`src/rtl/core/bounded_queue_task_dispatcher_unit_macros.svh`:
```
// assertion macros for the task dispatcher
`ifndef BOUNDED_QUEUE_TASK_DISPATCHER_UNIT_MACROS_SVH
`define BOUNDED_QUEUE_TASK_DISPATCHER_UNIT_MACROS_SVH

// same-cycle implication, checked out of reset
`define BQTD_ASSERT_NOW(lbl, ante, cons, msg) \
    lbl: assert property (@(posedge aclk) disable iff (!aresetn) (ante) |-> (cons)) \
        else $error(msg);

// next-cycle implication, checked out of reset
`define BQTD_ASSERT_NEXT(lbl, ante, cons, msg) \
    lbl: assert property (@(posedge aclk) disable iff (!aresetn) (ante) |=> (cons)) \
        else $error(msg);

`endif

```
`src/rtl/core/bqtd_pkg.sv`:
```
// shared constants, types and codes of the task dispatcher
`default_nettype none
package bqtd_pkg;

    localparam int QUEUE_DEPTH    = 8;
    localparam int NUM_PROCESSORS = 4;

    localparam int QA_W   = (QUEUE_DEPTH > 1) ? $clog2(QUEUE_DEPTH) : 1;
    localparam int QC_W   = $clog2(QUEUE_DEPTH + 1);
    localparam int PA_W   = (NUM_PROCESSORS > 1) ? $clog2(NUM_PROCESSORS) : 1;
    localparam int PC_W   = $clog2(NUM_PROCESSORS + 1);

    localparam int CAP_W  = 4;
    localparam int NPROC_W = 3;
    localparam int CFG_DATA_W = 4;
    localparam int TIME_W = 4;
    localparam int IDX_W  = 16;
    localparam int MASK_W = 4;
    localparam int FILL_W = 4;
    localparam int CNT_W  = 32;
    localparam int OUT_DATA_W = 192;
    localparam int IN_DATA_W  = 8;

    localparam logic [CAP_W-1:0]   CAP_RESET   = CAP_W'(3);
    localparam logic [NPROC_W-1:0] NPROC_RESET = NPROC_W'(1);

    // register indexes of the configuration port
    localparam logic CFG_QUEUE_CAPACITY    = 1'b0;
    localparam logic CFG_PROCESSORS_IN_USE = 1'b1;

    typedef enum logic [2:0] {
        ST_IDLE,
        ST_ARRIVE,
        ST_PROC,
        ST_SCAN,
        ST_FINISH
    } ctrl_state_t;

    typedef struct packed {
        logic load_in;
        logic arrive;
        logic proc_next;
        logic idle_hit;
        logic scan_start;
        logic scan_step;
        logic pop_done;
        logic finish;
    } dp_cmd_t;

    typedef struct packed {
        logic proc_done;
        logic proc_busy;
        logic queue_empty;
        logic scan_last;
        logic out_free;
    } dp_status_t;

endpackage
`default_nettype wire

```
`src/rtl/core/bqtd_ctrl.sv`:
```
// sequencer for one tick: arrival, processor scan, queue search, result
`default_nettype none
module bqtd_ctrl (
    input  wire logic                aclk,
    input  wire logic                aresetn,
    input  wire logic                in_valid,
    output logic                     in_ready,
    input  wire bqtd_pkg::dp_status_t st,
    output bqtd_pkg::dp_cmd_t        cmd
);

    bqtd_pkg::ctrl_state_t state_reg;
    bqtd_pkg::ctrl_state_t state_next;

    always_ff @(posedge aclk) begin
        if (!aresetn) begin
            state_reg <= bqtd_pkg::ST_IDLE;
        end else begin
            state_reg <= state_next;
        end
    end

    always_comb begin
        state_next = state_reg;
        cmd        = '0;
        in_ready   = 1'b0;
        unique case (state_reg)
            bqtd_pkg::ST_IDLE: begin
                in_ready = 1'b1;
                if (in_valid) begin
                    cmd.load_in = 1'b1;
                    state_next  = bqtd_pkg::ST_ARRIVE;
                end
            end
            bqtd_pkg::ST_ARRIVE: begin
                cmd.arrive = 1'b1;
                state_next = bqtd_pkg::ST_PROC;
            end
            bqtd_pkg::ST_PROC: begin
                priority if (st.proc_done) begin
                    state_next = bqtd_pkg::ST_FINISH;
                end else if (st.proc_busy) begin
                    cmd.proc_next = 1'b1;
                end else if (st.queue_empty) begin
                    // idle processor with nothing queued ends the scan
                    cmd.idle_hit = 1'b1;
                    state_next   = bqtd_pkg::ST_FINISH;
                end else begin
                    cmd.scan_start = 1'b1;
                    state_next     = bqtd_pkg::ST_SCAN;
                end
            end
            bqtd_pkg::ST_SCAN: begin
                if (st.scan_last) begin
                    cmd.pop_done = 1'b1;
                    state_next   = bqtd_pkg::ST_PROC;
                end else begin
                    cmd.scan_step = 1'b1;
                end
            end
            bqtd_pkg::ST_FINISH: begin
                if (st.out_free) begin
                    cmd.finish = 1'b1;
                    state_next = bqtd_pkg::ST_IDLE;
                end
            end
            default: begin
                state_next = bqtd_pkg::ST_IDLE;
            end
        endcase
    end

endmodule
`default_nettype wire

```
`src/rtl/core/bqtd_datapath.sv`:
```
// queue store, processor countdowns, totals and the result register
`default_nettype none
module bqtd_datapath (
    input  wire logic                                   aclk,
    input  wire logic                                   aresetn,
    input  wire logic                                   cfg_wr_en,
    input  wire logic                                   cfg_wr_index,
    input  wire logic [bqtd_pkg::CFG_DATA_W-1:0]        cfg_wr_data,
    input  wire logic                                   in_arrival,
    input  wire logic [bqtd_pkg::TIME_W-1:0]            in_time,
    input  wire bqtd_pkg::dp_cmd_t                      cmd,
    output bqtd_pkg::dp_status_t                        st,
    output logic                                        out_valid,
    input  wire logic                                   out_ready,
    output logic [bqtd_pkg::OUT_DATA_W-1:0]             out_data
);

    localparam int ENT_W = bqtd_pkg::IDX_W + bqtd_pkg::TIME_W;

    function automatic logic [bqtd_pkg::CNT_W-1:0] sat_add(
        input logic [bqtd_pkg::CNT_W-1:0] a,
        input logic [bqtd_pkg::CNT_W-1:0] b
    );
        logic [bqtd_pkg::CNT_W:0] sum;
        sum = {1'b0, a} + {1'b0, b};
        return sum[bqtd_pkg::CNT_W] ? '1 : sum[bqtd_pkg::CNT_W-1:0];
    endfunction

    // configuration
    logic [bqtd_pkg::CAP_W-1:0]   cap_reg;
    logic [bqtd_pkg::NPROC_W-1:0] nproc_reg;
    logic [bqtd_pkg::QC_W-1:0]    cap_eff;
    logic [bqtd_pkg::PC_W-1:0]    nproc_eff;

    // captured input word
    logic                         arr_reg;
    logic [bqtd_pkg::TIME_W-1:0]  time_reg;

    // queue store
    logic [ENT_W-1:0]             mem [bqtd_pkg::QUEUE_DEPTH];
    logic [ENT_W-1:0]             rd_data_reg;
    logic [bqtd_pkg::QA_W-1:0]    rd_addr;
    logic                         rd_en;
    logic                         wr_en;
    logic [bqtd_pkg::QA_W-1:0]    wr_addr;
    logic [ENT_W-1:0]             wr_data;
    logic [bqtd_pkg::QC_W-1:0]    count_reg;

    // search over the queue
    logic [bqtd_pkg::QA_W-1:0]    scan_k_reg;
    logic [bqtd_pkg::QA_W-1:0]    best_slot_reg;
    logic [bqtd_pkg::IDX_W-1:0]   best_idx_reg;
    logic [bqtd_pkg::TIME_W-1:0]  best_time_reg;
    logic [bqtd_pkg::QA_W-1:0]    sel_slot;
    logic [bqtd_pkg::IDX_W-1:0]   sel_idx;
    logic [bqtd_pkg::TIME_W-1:0]  sel_time;
    logic [bqtd_pkg::IDX_W-1:0]   rd_idx;
    logic [bqtd_pkg::TIME_W-1:0]  rd_time;
    logic                         take;

    // processors
    logic [bqtd_pkg::TIME_W-1:0]  rem_reg [bqtd_pkg::NUM_PROCESSORS];
    logic [bqtd_pkg::PC_W-1:0]    proc_i_reg;
    logic [bqtd_pkg::PA_W-1:0]    proc_sel;

    // tick results and totals
    logic [bqtd_pkg::IDX_W-1:0]   next_index_reg;
    logic                         acc_reg;
    logic                         den_reg;
    logic [bqtd_pkg::IDX_W-1:0]   idx_reg;
    logic [bqtd_pkg::MASK_W-1:0]  mask_reg;
    logic [bqtd_pkg::CNT_W-1:0]   arrivals_reg;
    logic [bqtd_pkg::CNT_W-1:0]   denials_reg;
    logic [bqtd_pkg::CNT_W-1:0]   waiting_reg;
    logic [bqtd_pkg::CNT_W-1:0]   idle_reg;
    logic [bqtd_pkg::CNT_W-1:0]   work_reg;
    logic                         out_valid_reg;
    logic [bqtd_pkg::OUT_DATA_W-1:0] out_data_reg;

    assign cap_eff = ({1'b0, cap_reg} > (bqtd_pkg::CAP_W+1)'(bqtd_pkg::QUEUE_DEPTH))
                   ? bqtd_pkg::QC_W'(bqtd_pkg::QUEUE_DEPTH)
                   : bqtd_pkg::QC_W'(cap_reg);
    assign nproc_eff = ({1'b0, nproc_reg} > (bqtd_pkg::NPROC_W+1)'(bqtd_pkg::NUM_PROCESSORS))
                     ? bqtd_pkg::PC_W'(bqtd_pkg::NUM_PROCESSORS)
                     : bqtd_pkg::PC_W'(nproc_reg);

    always_ff @(posedge aclk) begin
        if (!aresetn) begin
            cap_reg   <= bqtd_pkg::CAP_RESET;
            nproc_reg <= bqtd_pkg::NPROC_RESET;
        end else if (cfg_wr_en) begin
            unique case (cfg_wr_index)
                bqtd_pkg::CFG_QUEUE_CAPACITY:
                    cap_reg <= cfg_wr_data[bqtd_pkg::CAP_W-1:0];
                bqtd_pkg::CFG_PROCESSORS_IN_USE:
                    nproc_reg <= cfg_wr_data[bqtd_pkg::NPROC_W-1:0];
                default: ;
            endcase
        end
    end

    // queue store ports
    assign proc_sel = proc_i_reg[bqtd_pkg::PA_W-1:0];
    assign rd_en    = cmd.scan_start | cmd.scan_step;
    assign rd_addr  = cmd.scan_start ? '0 : scan_k_reg + 1'b1;
    assign rd_idx   = rd_data_reg[ENT_W-1:bqtd_pkg::TIME_W];
    assign rd_time  = rd_data_reg[bqtd_pkg::TIME_W-1:0];

    // strict compare keeps the lowest slot on a full tie
    assign take = (scan_k_reg == '0) || (rd_idx > best_idx_reg) ||
                  ((rd_idx == best_idx_reg) && (rd_time > best_time_reg));
    assign sel_slot = take ? scan_k_reg : best_slot_reg;
    assign sel_idx  = take ? rd_idx     : best_idx_reg;
    assign sel_time = take ? rd_time    : best_time_reg;

    // pop moves the last entry, which the final search read returned, into the hole
    assign wr_en   = (cmd.arrive && arr_reg && (count_reg < cap_eff)) || cmd.pop_done;
    assign wr_addr = cmd.pop_done ? sel_slot : count_reg[bqtd_pkg::QA_W-1:0];
    assign wr_data = cmd.pop_done ? rd_data_reg : {next_index_reg, time_reg};

    always_ff @(posedge aclk) begin
        if (wr_en) begin
            mem[wr_addr] <= wr_data;
        end
        if (rd_en) begin
            rd_data_reg <= mem[rd_addr];
        end
    end

    always_ff @(posedge aclk) begin
        if (cmd.load_in) begin
            arr_reg  <= in_arrival;
            time_reg <= in_time;
        end
        if (cmd.scan_start) begin
            scan_k_reg <= '0;
        end else if (cmd.scan_step) begin
            scan_k_reg <= scan_k_reg + 1'b1;
        end
        if (cmd.scan_step) begin
            best_slot_reg <= sel_slot;
            best_idx_reg  <= sel_idx;
            best_time_reg <= sel_time;
        end
    end

    always_ff @(posedge aclk) begin
        if (!aresetn) begin
            count_reg      <= '0;
            proc_i_reg     <= '0;
            next_index_reg <= '0;
            acc_reg        <= 1'b0;
            den_reg        <= 1'b0;
            idx_reg        <= '0;
            mask_reg       <= '0;
            arrivals_reg   <= '0;
            denials_reg    <= '0;
            waiting_reg    <= '0;
            idle_reg       <= '0;
            work_reg       <= '0;
            out_valid_reg  <= 1'b0;
            for (int p = 0; p < bqtd_pkg::NUM_PROCESSORS; p++) begin
                rem_reg[p] <= '0;
            end
        end else begin
            if (cmd.load_in) begin
                acc_reg    <= 1'b0;
                den_reg    <= 1'b0;
                idx_reg    <= '0;
                mask_reg   <= '0;
                proc_i_reg <= '0;
            end
            if (cmd.arrive && arr_reg) begin
                idx_reg        <= next_index_reg;
                next_index_reg <= next_index_reg + 1'b1;
                arrivals_reg   <= sat_add(arrivals_reg, bqtd_pkg::CNT_W'(1));
                work_reg       <= sat_add(work_reg, bqtd_pkg::CNT_W'(time_reg));
                if (count_reg < cap_eff) begin
                    count_reg <= count_reg + 1'b1;
                    acc_reg   <= 1'b1;
                end else begin
                    denials_reg <= sat_add(denials_reg, bqtd_pkg::CNT_W'(1));
                    den_reg     <= 1'b1;
                end
            end
            if (cmd.proc_next) begin
                proc_i_reg <= proc_i_reg + 1'b1;
            end
            if (cmd.idle_hit) begin
                idle_reg <= sat_add(idle_reg, bqtd_pkg::CNT_W'(1));
            end
            if (cmd.pop_done) begin
                rem_reg[proc_sel]  <= sel_time;
                count_reg          <= count_reg - 1'b1;
                mask_reg[proc_sel] <= 1'b1;
                proc_i_reg         <= proc_i_reg + 1'b1;
            end
            if (cmd.finish) begin
                if (count_reg != '0) begin
                    waiting_reg <= sat_add(waiting_reg, bqtd_pkg::CNT_W'(1));
                end
                for (int p = 0; p < bqtd_pkg::NUM_PROCESSORS; p++) begin
                    if (rem_reg[p] != '0) begin
                        rem_reg[p] <= rem_reg[p] - 1'b1;
                    end
                end
            end
            if (cmd.finish) begin
                out_valid_reg <= 1'b1;
            end else if (out_ready) begin
                out_valid_reg <= 1'b0;
            end
        end
    end

    // result word, highest field first; waiting total is this tick's final value
    always_ff @(posedge aclk) begin
        if (cmd.finish) begin
            out_data_reg <= {
                6'd0,
                work_reg,
                idle_reg,
                (count_reg != '0) ? sat_add(waiting_reg, bqtd_pkg::CNT_W'(1)) : waiting_reg,
                denials_reg,
                arrivals_reg,
                bqtd_pkg::FILL_W'(count_reg),
                mask_reg,
                idx_reg,
                den_reg,
                acc_reg
            };
        end
    end

    assign st.proc_done   = (proc_i_reg >= nproc_eff);
    assign st.proc_busy   = (rem_reg[proc_sel] != '0);
    assign st.queue_empty = (count_reg == '0);
    assign st.scan_last   = ({1'b0, scan_k_reg} == (bqtd_pkg::QC_W'(count_reg) - 1'b1));
    assign st.out_free    = !out_valid_reg || out_ready;

    assign out_valid = out_valid_reg;
    assign out_data  = out_data_reg;

endmodule
`default_nettype wire

```
`src/rtl/core/bounded_queue_task_dispatcher_unit.sv`:
```
// Bounded queue task dispatcher, one tick per input word.
//
// Input stream: each word is one time tick; s_axis_tuser says a task arrives
// and s_axis_tdata carries its service time. Output stream: one result word
// per tick with the arrival verdict, its index, the dispatch mask, the queue
// fill after dispatch and five saturating totals.
// Configuration: cfg_wr_en writes cfg_wr_data into register cfg_wr_index
// (0 queue capacity, 1 processors in use); write only while the block idles.
// Throughput: one tick at a time. A tick records the arrival, visits the
// processors in use and registers the result; each dispatch finds the newest
// task by reading the queue store one entry per cycle through its single read
// port. The next word is taken the cycle after the result is registered.
// Reset (aresetn low, synchronous): queue empty, all processors idle, index
// and totals zero, capacity 3, one processor.
// A stalled output holds its word; the block finishes the next tick and then
// waits for the output register to drain before loading it.
`default_nettype none
module bounded_queue_task_dispatcher_unit (
    input  wire logic                                aclk,
    input  wire logic                                aresetn,
    input  wire logic                                cfg_wr_en,
    input  wire logic                                cfg_wr_index,
    input  wire logic [bqtd_pkg::CFG_DATA_W-1:0]     cfg_wr_data,
    input  wire logic                                s_axis_tvalid,
    output logic                                     s_axis_tready,
    // [3:0] task_time, [7:4] zero
    input  wire logic [bqtd_pkg::IN_DATA_W-1:0]      s_axis_tdata,
    // [0] arrival
    input  wire logic                                s_axis_tuser,
    output logic                                     m_axis_tvalid,
    input  wire logic                                m_axis_tready,
    // [0] accepted, [1] denied, [17:2] task_index, [21:18] dispatch_mask,
    // [25:22] queue_fill, [57:26] received_count, [89:58] denied_count,
    // [121:90] wait_ticks, [153:122] idle_ticks, [185:154] total_work, [191:186] zero
    output logic [bqtd_pkg::OUT_DATA_W-1:0]          m_axis_tdata
);

    bqtd_pkg::dp_cmd_t    cmd;
    bqtd_pkg::dp_status_t st;

    bqtd_ctrl u_ctrl (
        .aclk     (aclk),
        .aresetn  (aresetn),
        .in_valid (s_axis_tvalid),
        .in_ready (s_axis_tready),
        .st       (st),
        .cmd      (cmd)
    );

    bqtd_datapath u_dp (
        .aclk         (aclk),
        .aresetn      (aresetn),
        .cfg_wr_en    (cfg_wr_en),
        .cfg_wr_index (cfg_wr_index),
        .cfg_wr_data  (cfg_wr_data),
        .in_arrival   (s_axis_tuser),
        .in_time      (s_axis_tdata[bqtd_pkg::TIME_W-1:0]),
        .cmd          (cmd),
        .st           (st),
        .out_valid    (m_axis_tvalid),
        .out_ready    (m_axis_tready),
        .out_data     (m_axis_tdata)
    );

`include "bounded_queue_task_dispatcher_unit_macros.svh"

    `BQTD_ASSERT_NEXT(a_one_tick_at_a_time,
        s_axis_tvalid && s_axis_tready, !s_axis_tready,
        "word accepted while a tick is in progress")
    `BQTD_ASSERT_NOW(a_verdict_exclusive,
        m_axis_tvalid, !(m_axis_tdata[0] && m_axis_tdata[1]),
        "arrival both accepted and denied")
    `BQTD_ASSERT_NOW(a_fill_bounded,
        m_axis_tvalid, m_axis_tdata[25:22] <= 4'(bqtd_pkg::QUEUE_DEPTH),
        "queue fill beyond depth")

endmodule
`default_nettype wire
```
`config.mk`:
```
export PLATFORM = sky130hd
export DESIGN_NAME = bounded_queue_task_dispatcher_unit
export DESIGN_NICKNAME = d
export VERILOG_FILES = /design/src/rtl/core/bqtd_pkg.sv /design/src/rtl/core/bqtd_ctrl.sv /design/src/rtl/core/bqtd_datapath.sv /design/src/rtl/core/bounded_queue_task_dispatcher_unit.sv
export VERILOG_INCLUDE_DIRS = /design/src /design/src/rtl/core
export SDC_FILE = /design/constraint.sdc
export NUM_CORES = 1
export LEC_CHECK = 0
export BUFFER_PORTS_ARGS = -buffer_cell sky130_fd_sc_hd__buf_2
export CAP_MARGIN = 15
export CORE_MARGIN = 2
export CORE_UTILIZATION = 60
export DETAILED_ROUTE_END_ITERATION = 16
export PLACE_DENSITY = 0.8
export SLEW_MARGIN = 20
export SYNTH_ARGS = -nofsm -noshare
export SYNTH_HDL_FRONTEND = slang
export SYNTH_HIERARCHICAL = 1
export SYNTH_SLANG_ARGS = --single-unit
```
`constraint.sdc`:
```
create_clock -name aclk -period 21.7 [get_ports aclk]
set_input_delay 1.085 -clock aclk [delete_from_list [all_inputs] [get_ports aclk]]
set_output_delay 1.085 -clock aclk [all_outputs]
set_load 0.02 [all_outputs]
```
==> qor.yml <==
worst_setup_path:
  cpPeakStageDelay_ns: 0.91
  cp-end-kind: "register"
  critPathLaunchType: "register"
  crit_slowest_cell: "nor3_2"
  cp.buffers_inverters: 4
  critPathKind: "reg2reg"
  required_ns: 21.98
  cp_cell_sequence: "inv_1, buf_4, ha_1, inv_1, o221ai_1, a311oi_1, a31oi_4, mux2i_1, a21o_1, nor3_2, buf_4"
  cp.arrival_ns: 4.71
  path_max_fanout: 22
  path_delay_family: "compound AO/OA/AOI/OAI gates"
die:
  die_w_um: 213
  start_util: 0.609
  io_pins: 213
  coreArea_um2: 43200
  die-area_um2: 45500
  die_y_um: 213
  rows: 76
placed_design:
  place_ws_ns: 17.27
  globalplace.congestion: 0.844
  dp_hpwl_mm: 36.6
  port_buffers: 202
grt:
  track_usage: 0.250
  grt_pass1_vias: 17358
  grt_pass1_wl_mm: 89.9
  antenna_found_initial: 5
  grt-ovfl-total: 0
  grt_max_degree: 219
hold_path:
  hold_path_class: "reg2reg"
clock_tree:
  insertion_delay_ns: 0.64
  cts_root_buffer: "clkbuf_16"
  htree_levels: 2
  cts_tree: "done"
  ctsLongestPathBuffers: 3
  clk_pin_slew_ns: 0.06
  cts_hold_buf: 0
  cts.sinks: 631
  cts_inserted_buffers: 60
  cts_resized: 0
  post_cts.repair.setup_buffers: 0
yosys:
  synth_edf_count: 410
  syn_area_per_cell_um2: 11.9
  synth_flop_cell: "edfxtp_1"
  async_reset_ff_frac: 0
  ys_types: 74
  seq_area_frac_synth: 0.637
  synthCells: 2210
  synth_area_um2: 26300
  synth-seq-cells: 631
  yosys_warnings: 6
sta:
  fin_ws_ns: 17.27
  fmax_ghz: 0.226
  skew_ns: 0.0544
  slew-limit-headroom: 0.266
  finalCritPeriodShare: 0.204
  rsz0062_at_grt: "false"
  fin_setup_tns_ns: 0
  hold_viol_final: 0
  tightest_slew_ns: 1.09
  setup_viol: 0
  drv_slew: 0
  min_period_ns: 4.43
route:
  wl_per_cell_um: 19.0
  dr.pass1.iters: 5
  via_count: 18036
  viasPerCell: 5.94
  drt-initial-drc-count: 1603
  drt_wl_total_mm: 57.6
  antenna_left: 0
  drc: 0
final_layout:
  syn_to_final_growth_pct: 13.9
  multiInputGateArea_um2: 8930
  nets: 2468
  seqCellArea_um2: 16700
  fillerInstances: 2957
  drive_gt1_frac: 0.172
  largest_reg_flops: 186
power:
  peakVddDrop_mv: 0.0796
  powerDensity_nw_per_um2: 92.0
  p_leak_nw: 11.0
job:
  max_cap_violations: 0
status:
  status: "completed"
==> layout make-up <==
cell class | count | share of cell area
clock inverter | 45 | 0.0174
timing repair buffer | 223 | 0.0401
tap | 585 | 0.0244
inverter | 74 | 0.00936
sequential | 631 | 0.559
clock buffer | 67 | 0.0510
antenna | 4 | 0.000334
multi-input combinational | 1408 | 0.298
==> power breakdown <==
group | internal [mW] | switching, mW | leakage, nW | total (mW)
clock | 0.628 | 0.448 | 0.992 | 1.08
sequential | 1.31 | 0.0176 | 5.66 | 1.33
combinational | 0.124 | 0.228 | 4.38 | 0.352
==> metal layers <==
metal	GRT usage	routed length [um]
met2	0.423	28300
met1	0.326	23700
met3	0.0425	3830
met5	0	13
met4	0.0941	1770
==> final timing paths <==
check,endpoint,startpoint,slack [ns],depth (start not counted)
min reg2reg,u_dp/out_data[1]$_DFFE_PP_,u_dp/den_reg$_SDFF_PN0_,0.39,0
max reg2reg,u_dp/mem[2][13]$_DFFE_PP_,u_dp/scan_k_reg[0]$_SDFFE_PP0P_,17.27,11
max,u_dp/mem[2][13]$_DFFE_PP_,u_dp/scan_k_reg[0]$_SDFFE_PP0P_,17.27,11
min,u_dp/out_data[1]$_DFFE_PP_,u_dp/den_reg$_SDFF_PN0_,0.39,0
==> synthesized netlist by cell type (all sizes together), types with 7 or more instances <==
| cell | count | area, um^2 |
|---|---|---|
| edfxtp | 410 | 12300 |
| nand2 | 278 | 1040 |
| dfxtp | 221 | 4420 |
| a21oi | 133 | 677 |
| nand3 | 127 | 646 |
| o21ai | 116 | 581 |
| nor2 | 113 | 432 |
| inv | 74 | 278 |
| xor2 | 71 | 622 |
| clkbuf | 70 | 263 |
| xnor2 | 68 | 596 |
| nor3 | 59 | 295 |
| ha | 50 | 626 |
| and3 | 46 | 288 |
| nand4 | 43 | 297 |
| buf | 32 | 168 |
| and4 | 28 | 245 |
| a31oi | 26 | 178 |
| mux2 | 24 | 270 |
| or2 | 23 | 144 |
| mux4 | 21 | 473 |
| mux2i | 19 | 190 |
| nor4 | 18 | 155 |
| and2 | 17 | 106 |
| o22ai | 16 | 100 |
| nand2b | 15 | 96.3 |
| or3 | 8 | 55.1 |
| a211oi | 7 | 52.6 |
==> metrics by stage <==
stage	utilization	instance area (um^2)	total power, mW	std cells	hold WS [ns]
finish	0.693	29900	2.76	3037	0.393
global route	0.693	29900	2.85	3035	0.412
CTS	0.693	29900	2.77	3032	0.386
detailed placement	0.645	27900	1.70	2920	0.416
global placement	0.645	27900	1.68	2920	0.411
floorplan	-	26300	1.61	2215	0.408
==> kinds of logic after synthesis <==
group	share of synthesized area
simple gates	0.151
other cells	0.000143
xor+xnor	0.0463
buf+inv	0.0270
flops	0.637
fa+ha+maj	0.0246
compound gates	0.0788
mux	0.0355
==> placed cells by master (no fill, tap or decap), types with 71 or more instances in the layout <==
master | synthesis | routed
o21ai_0 | 114 | 114
nand3_1 | 125 | 125
nand2_1 | 278 | 278
dfxtp_1 | 221 | 221
xor2_1 | 71 | 71
edfxtp_1 | 410 | 410
nor2_1 | 112 | 109
inv_1 | 73 | 72
a21oi_1 | 132 | 132
buf_2 | 14 | 202
No activity file was read; power rests on OpenSTA's default activity.
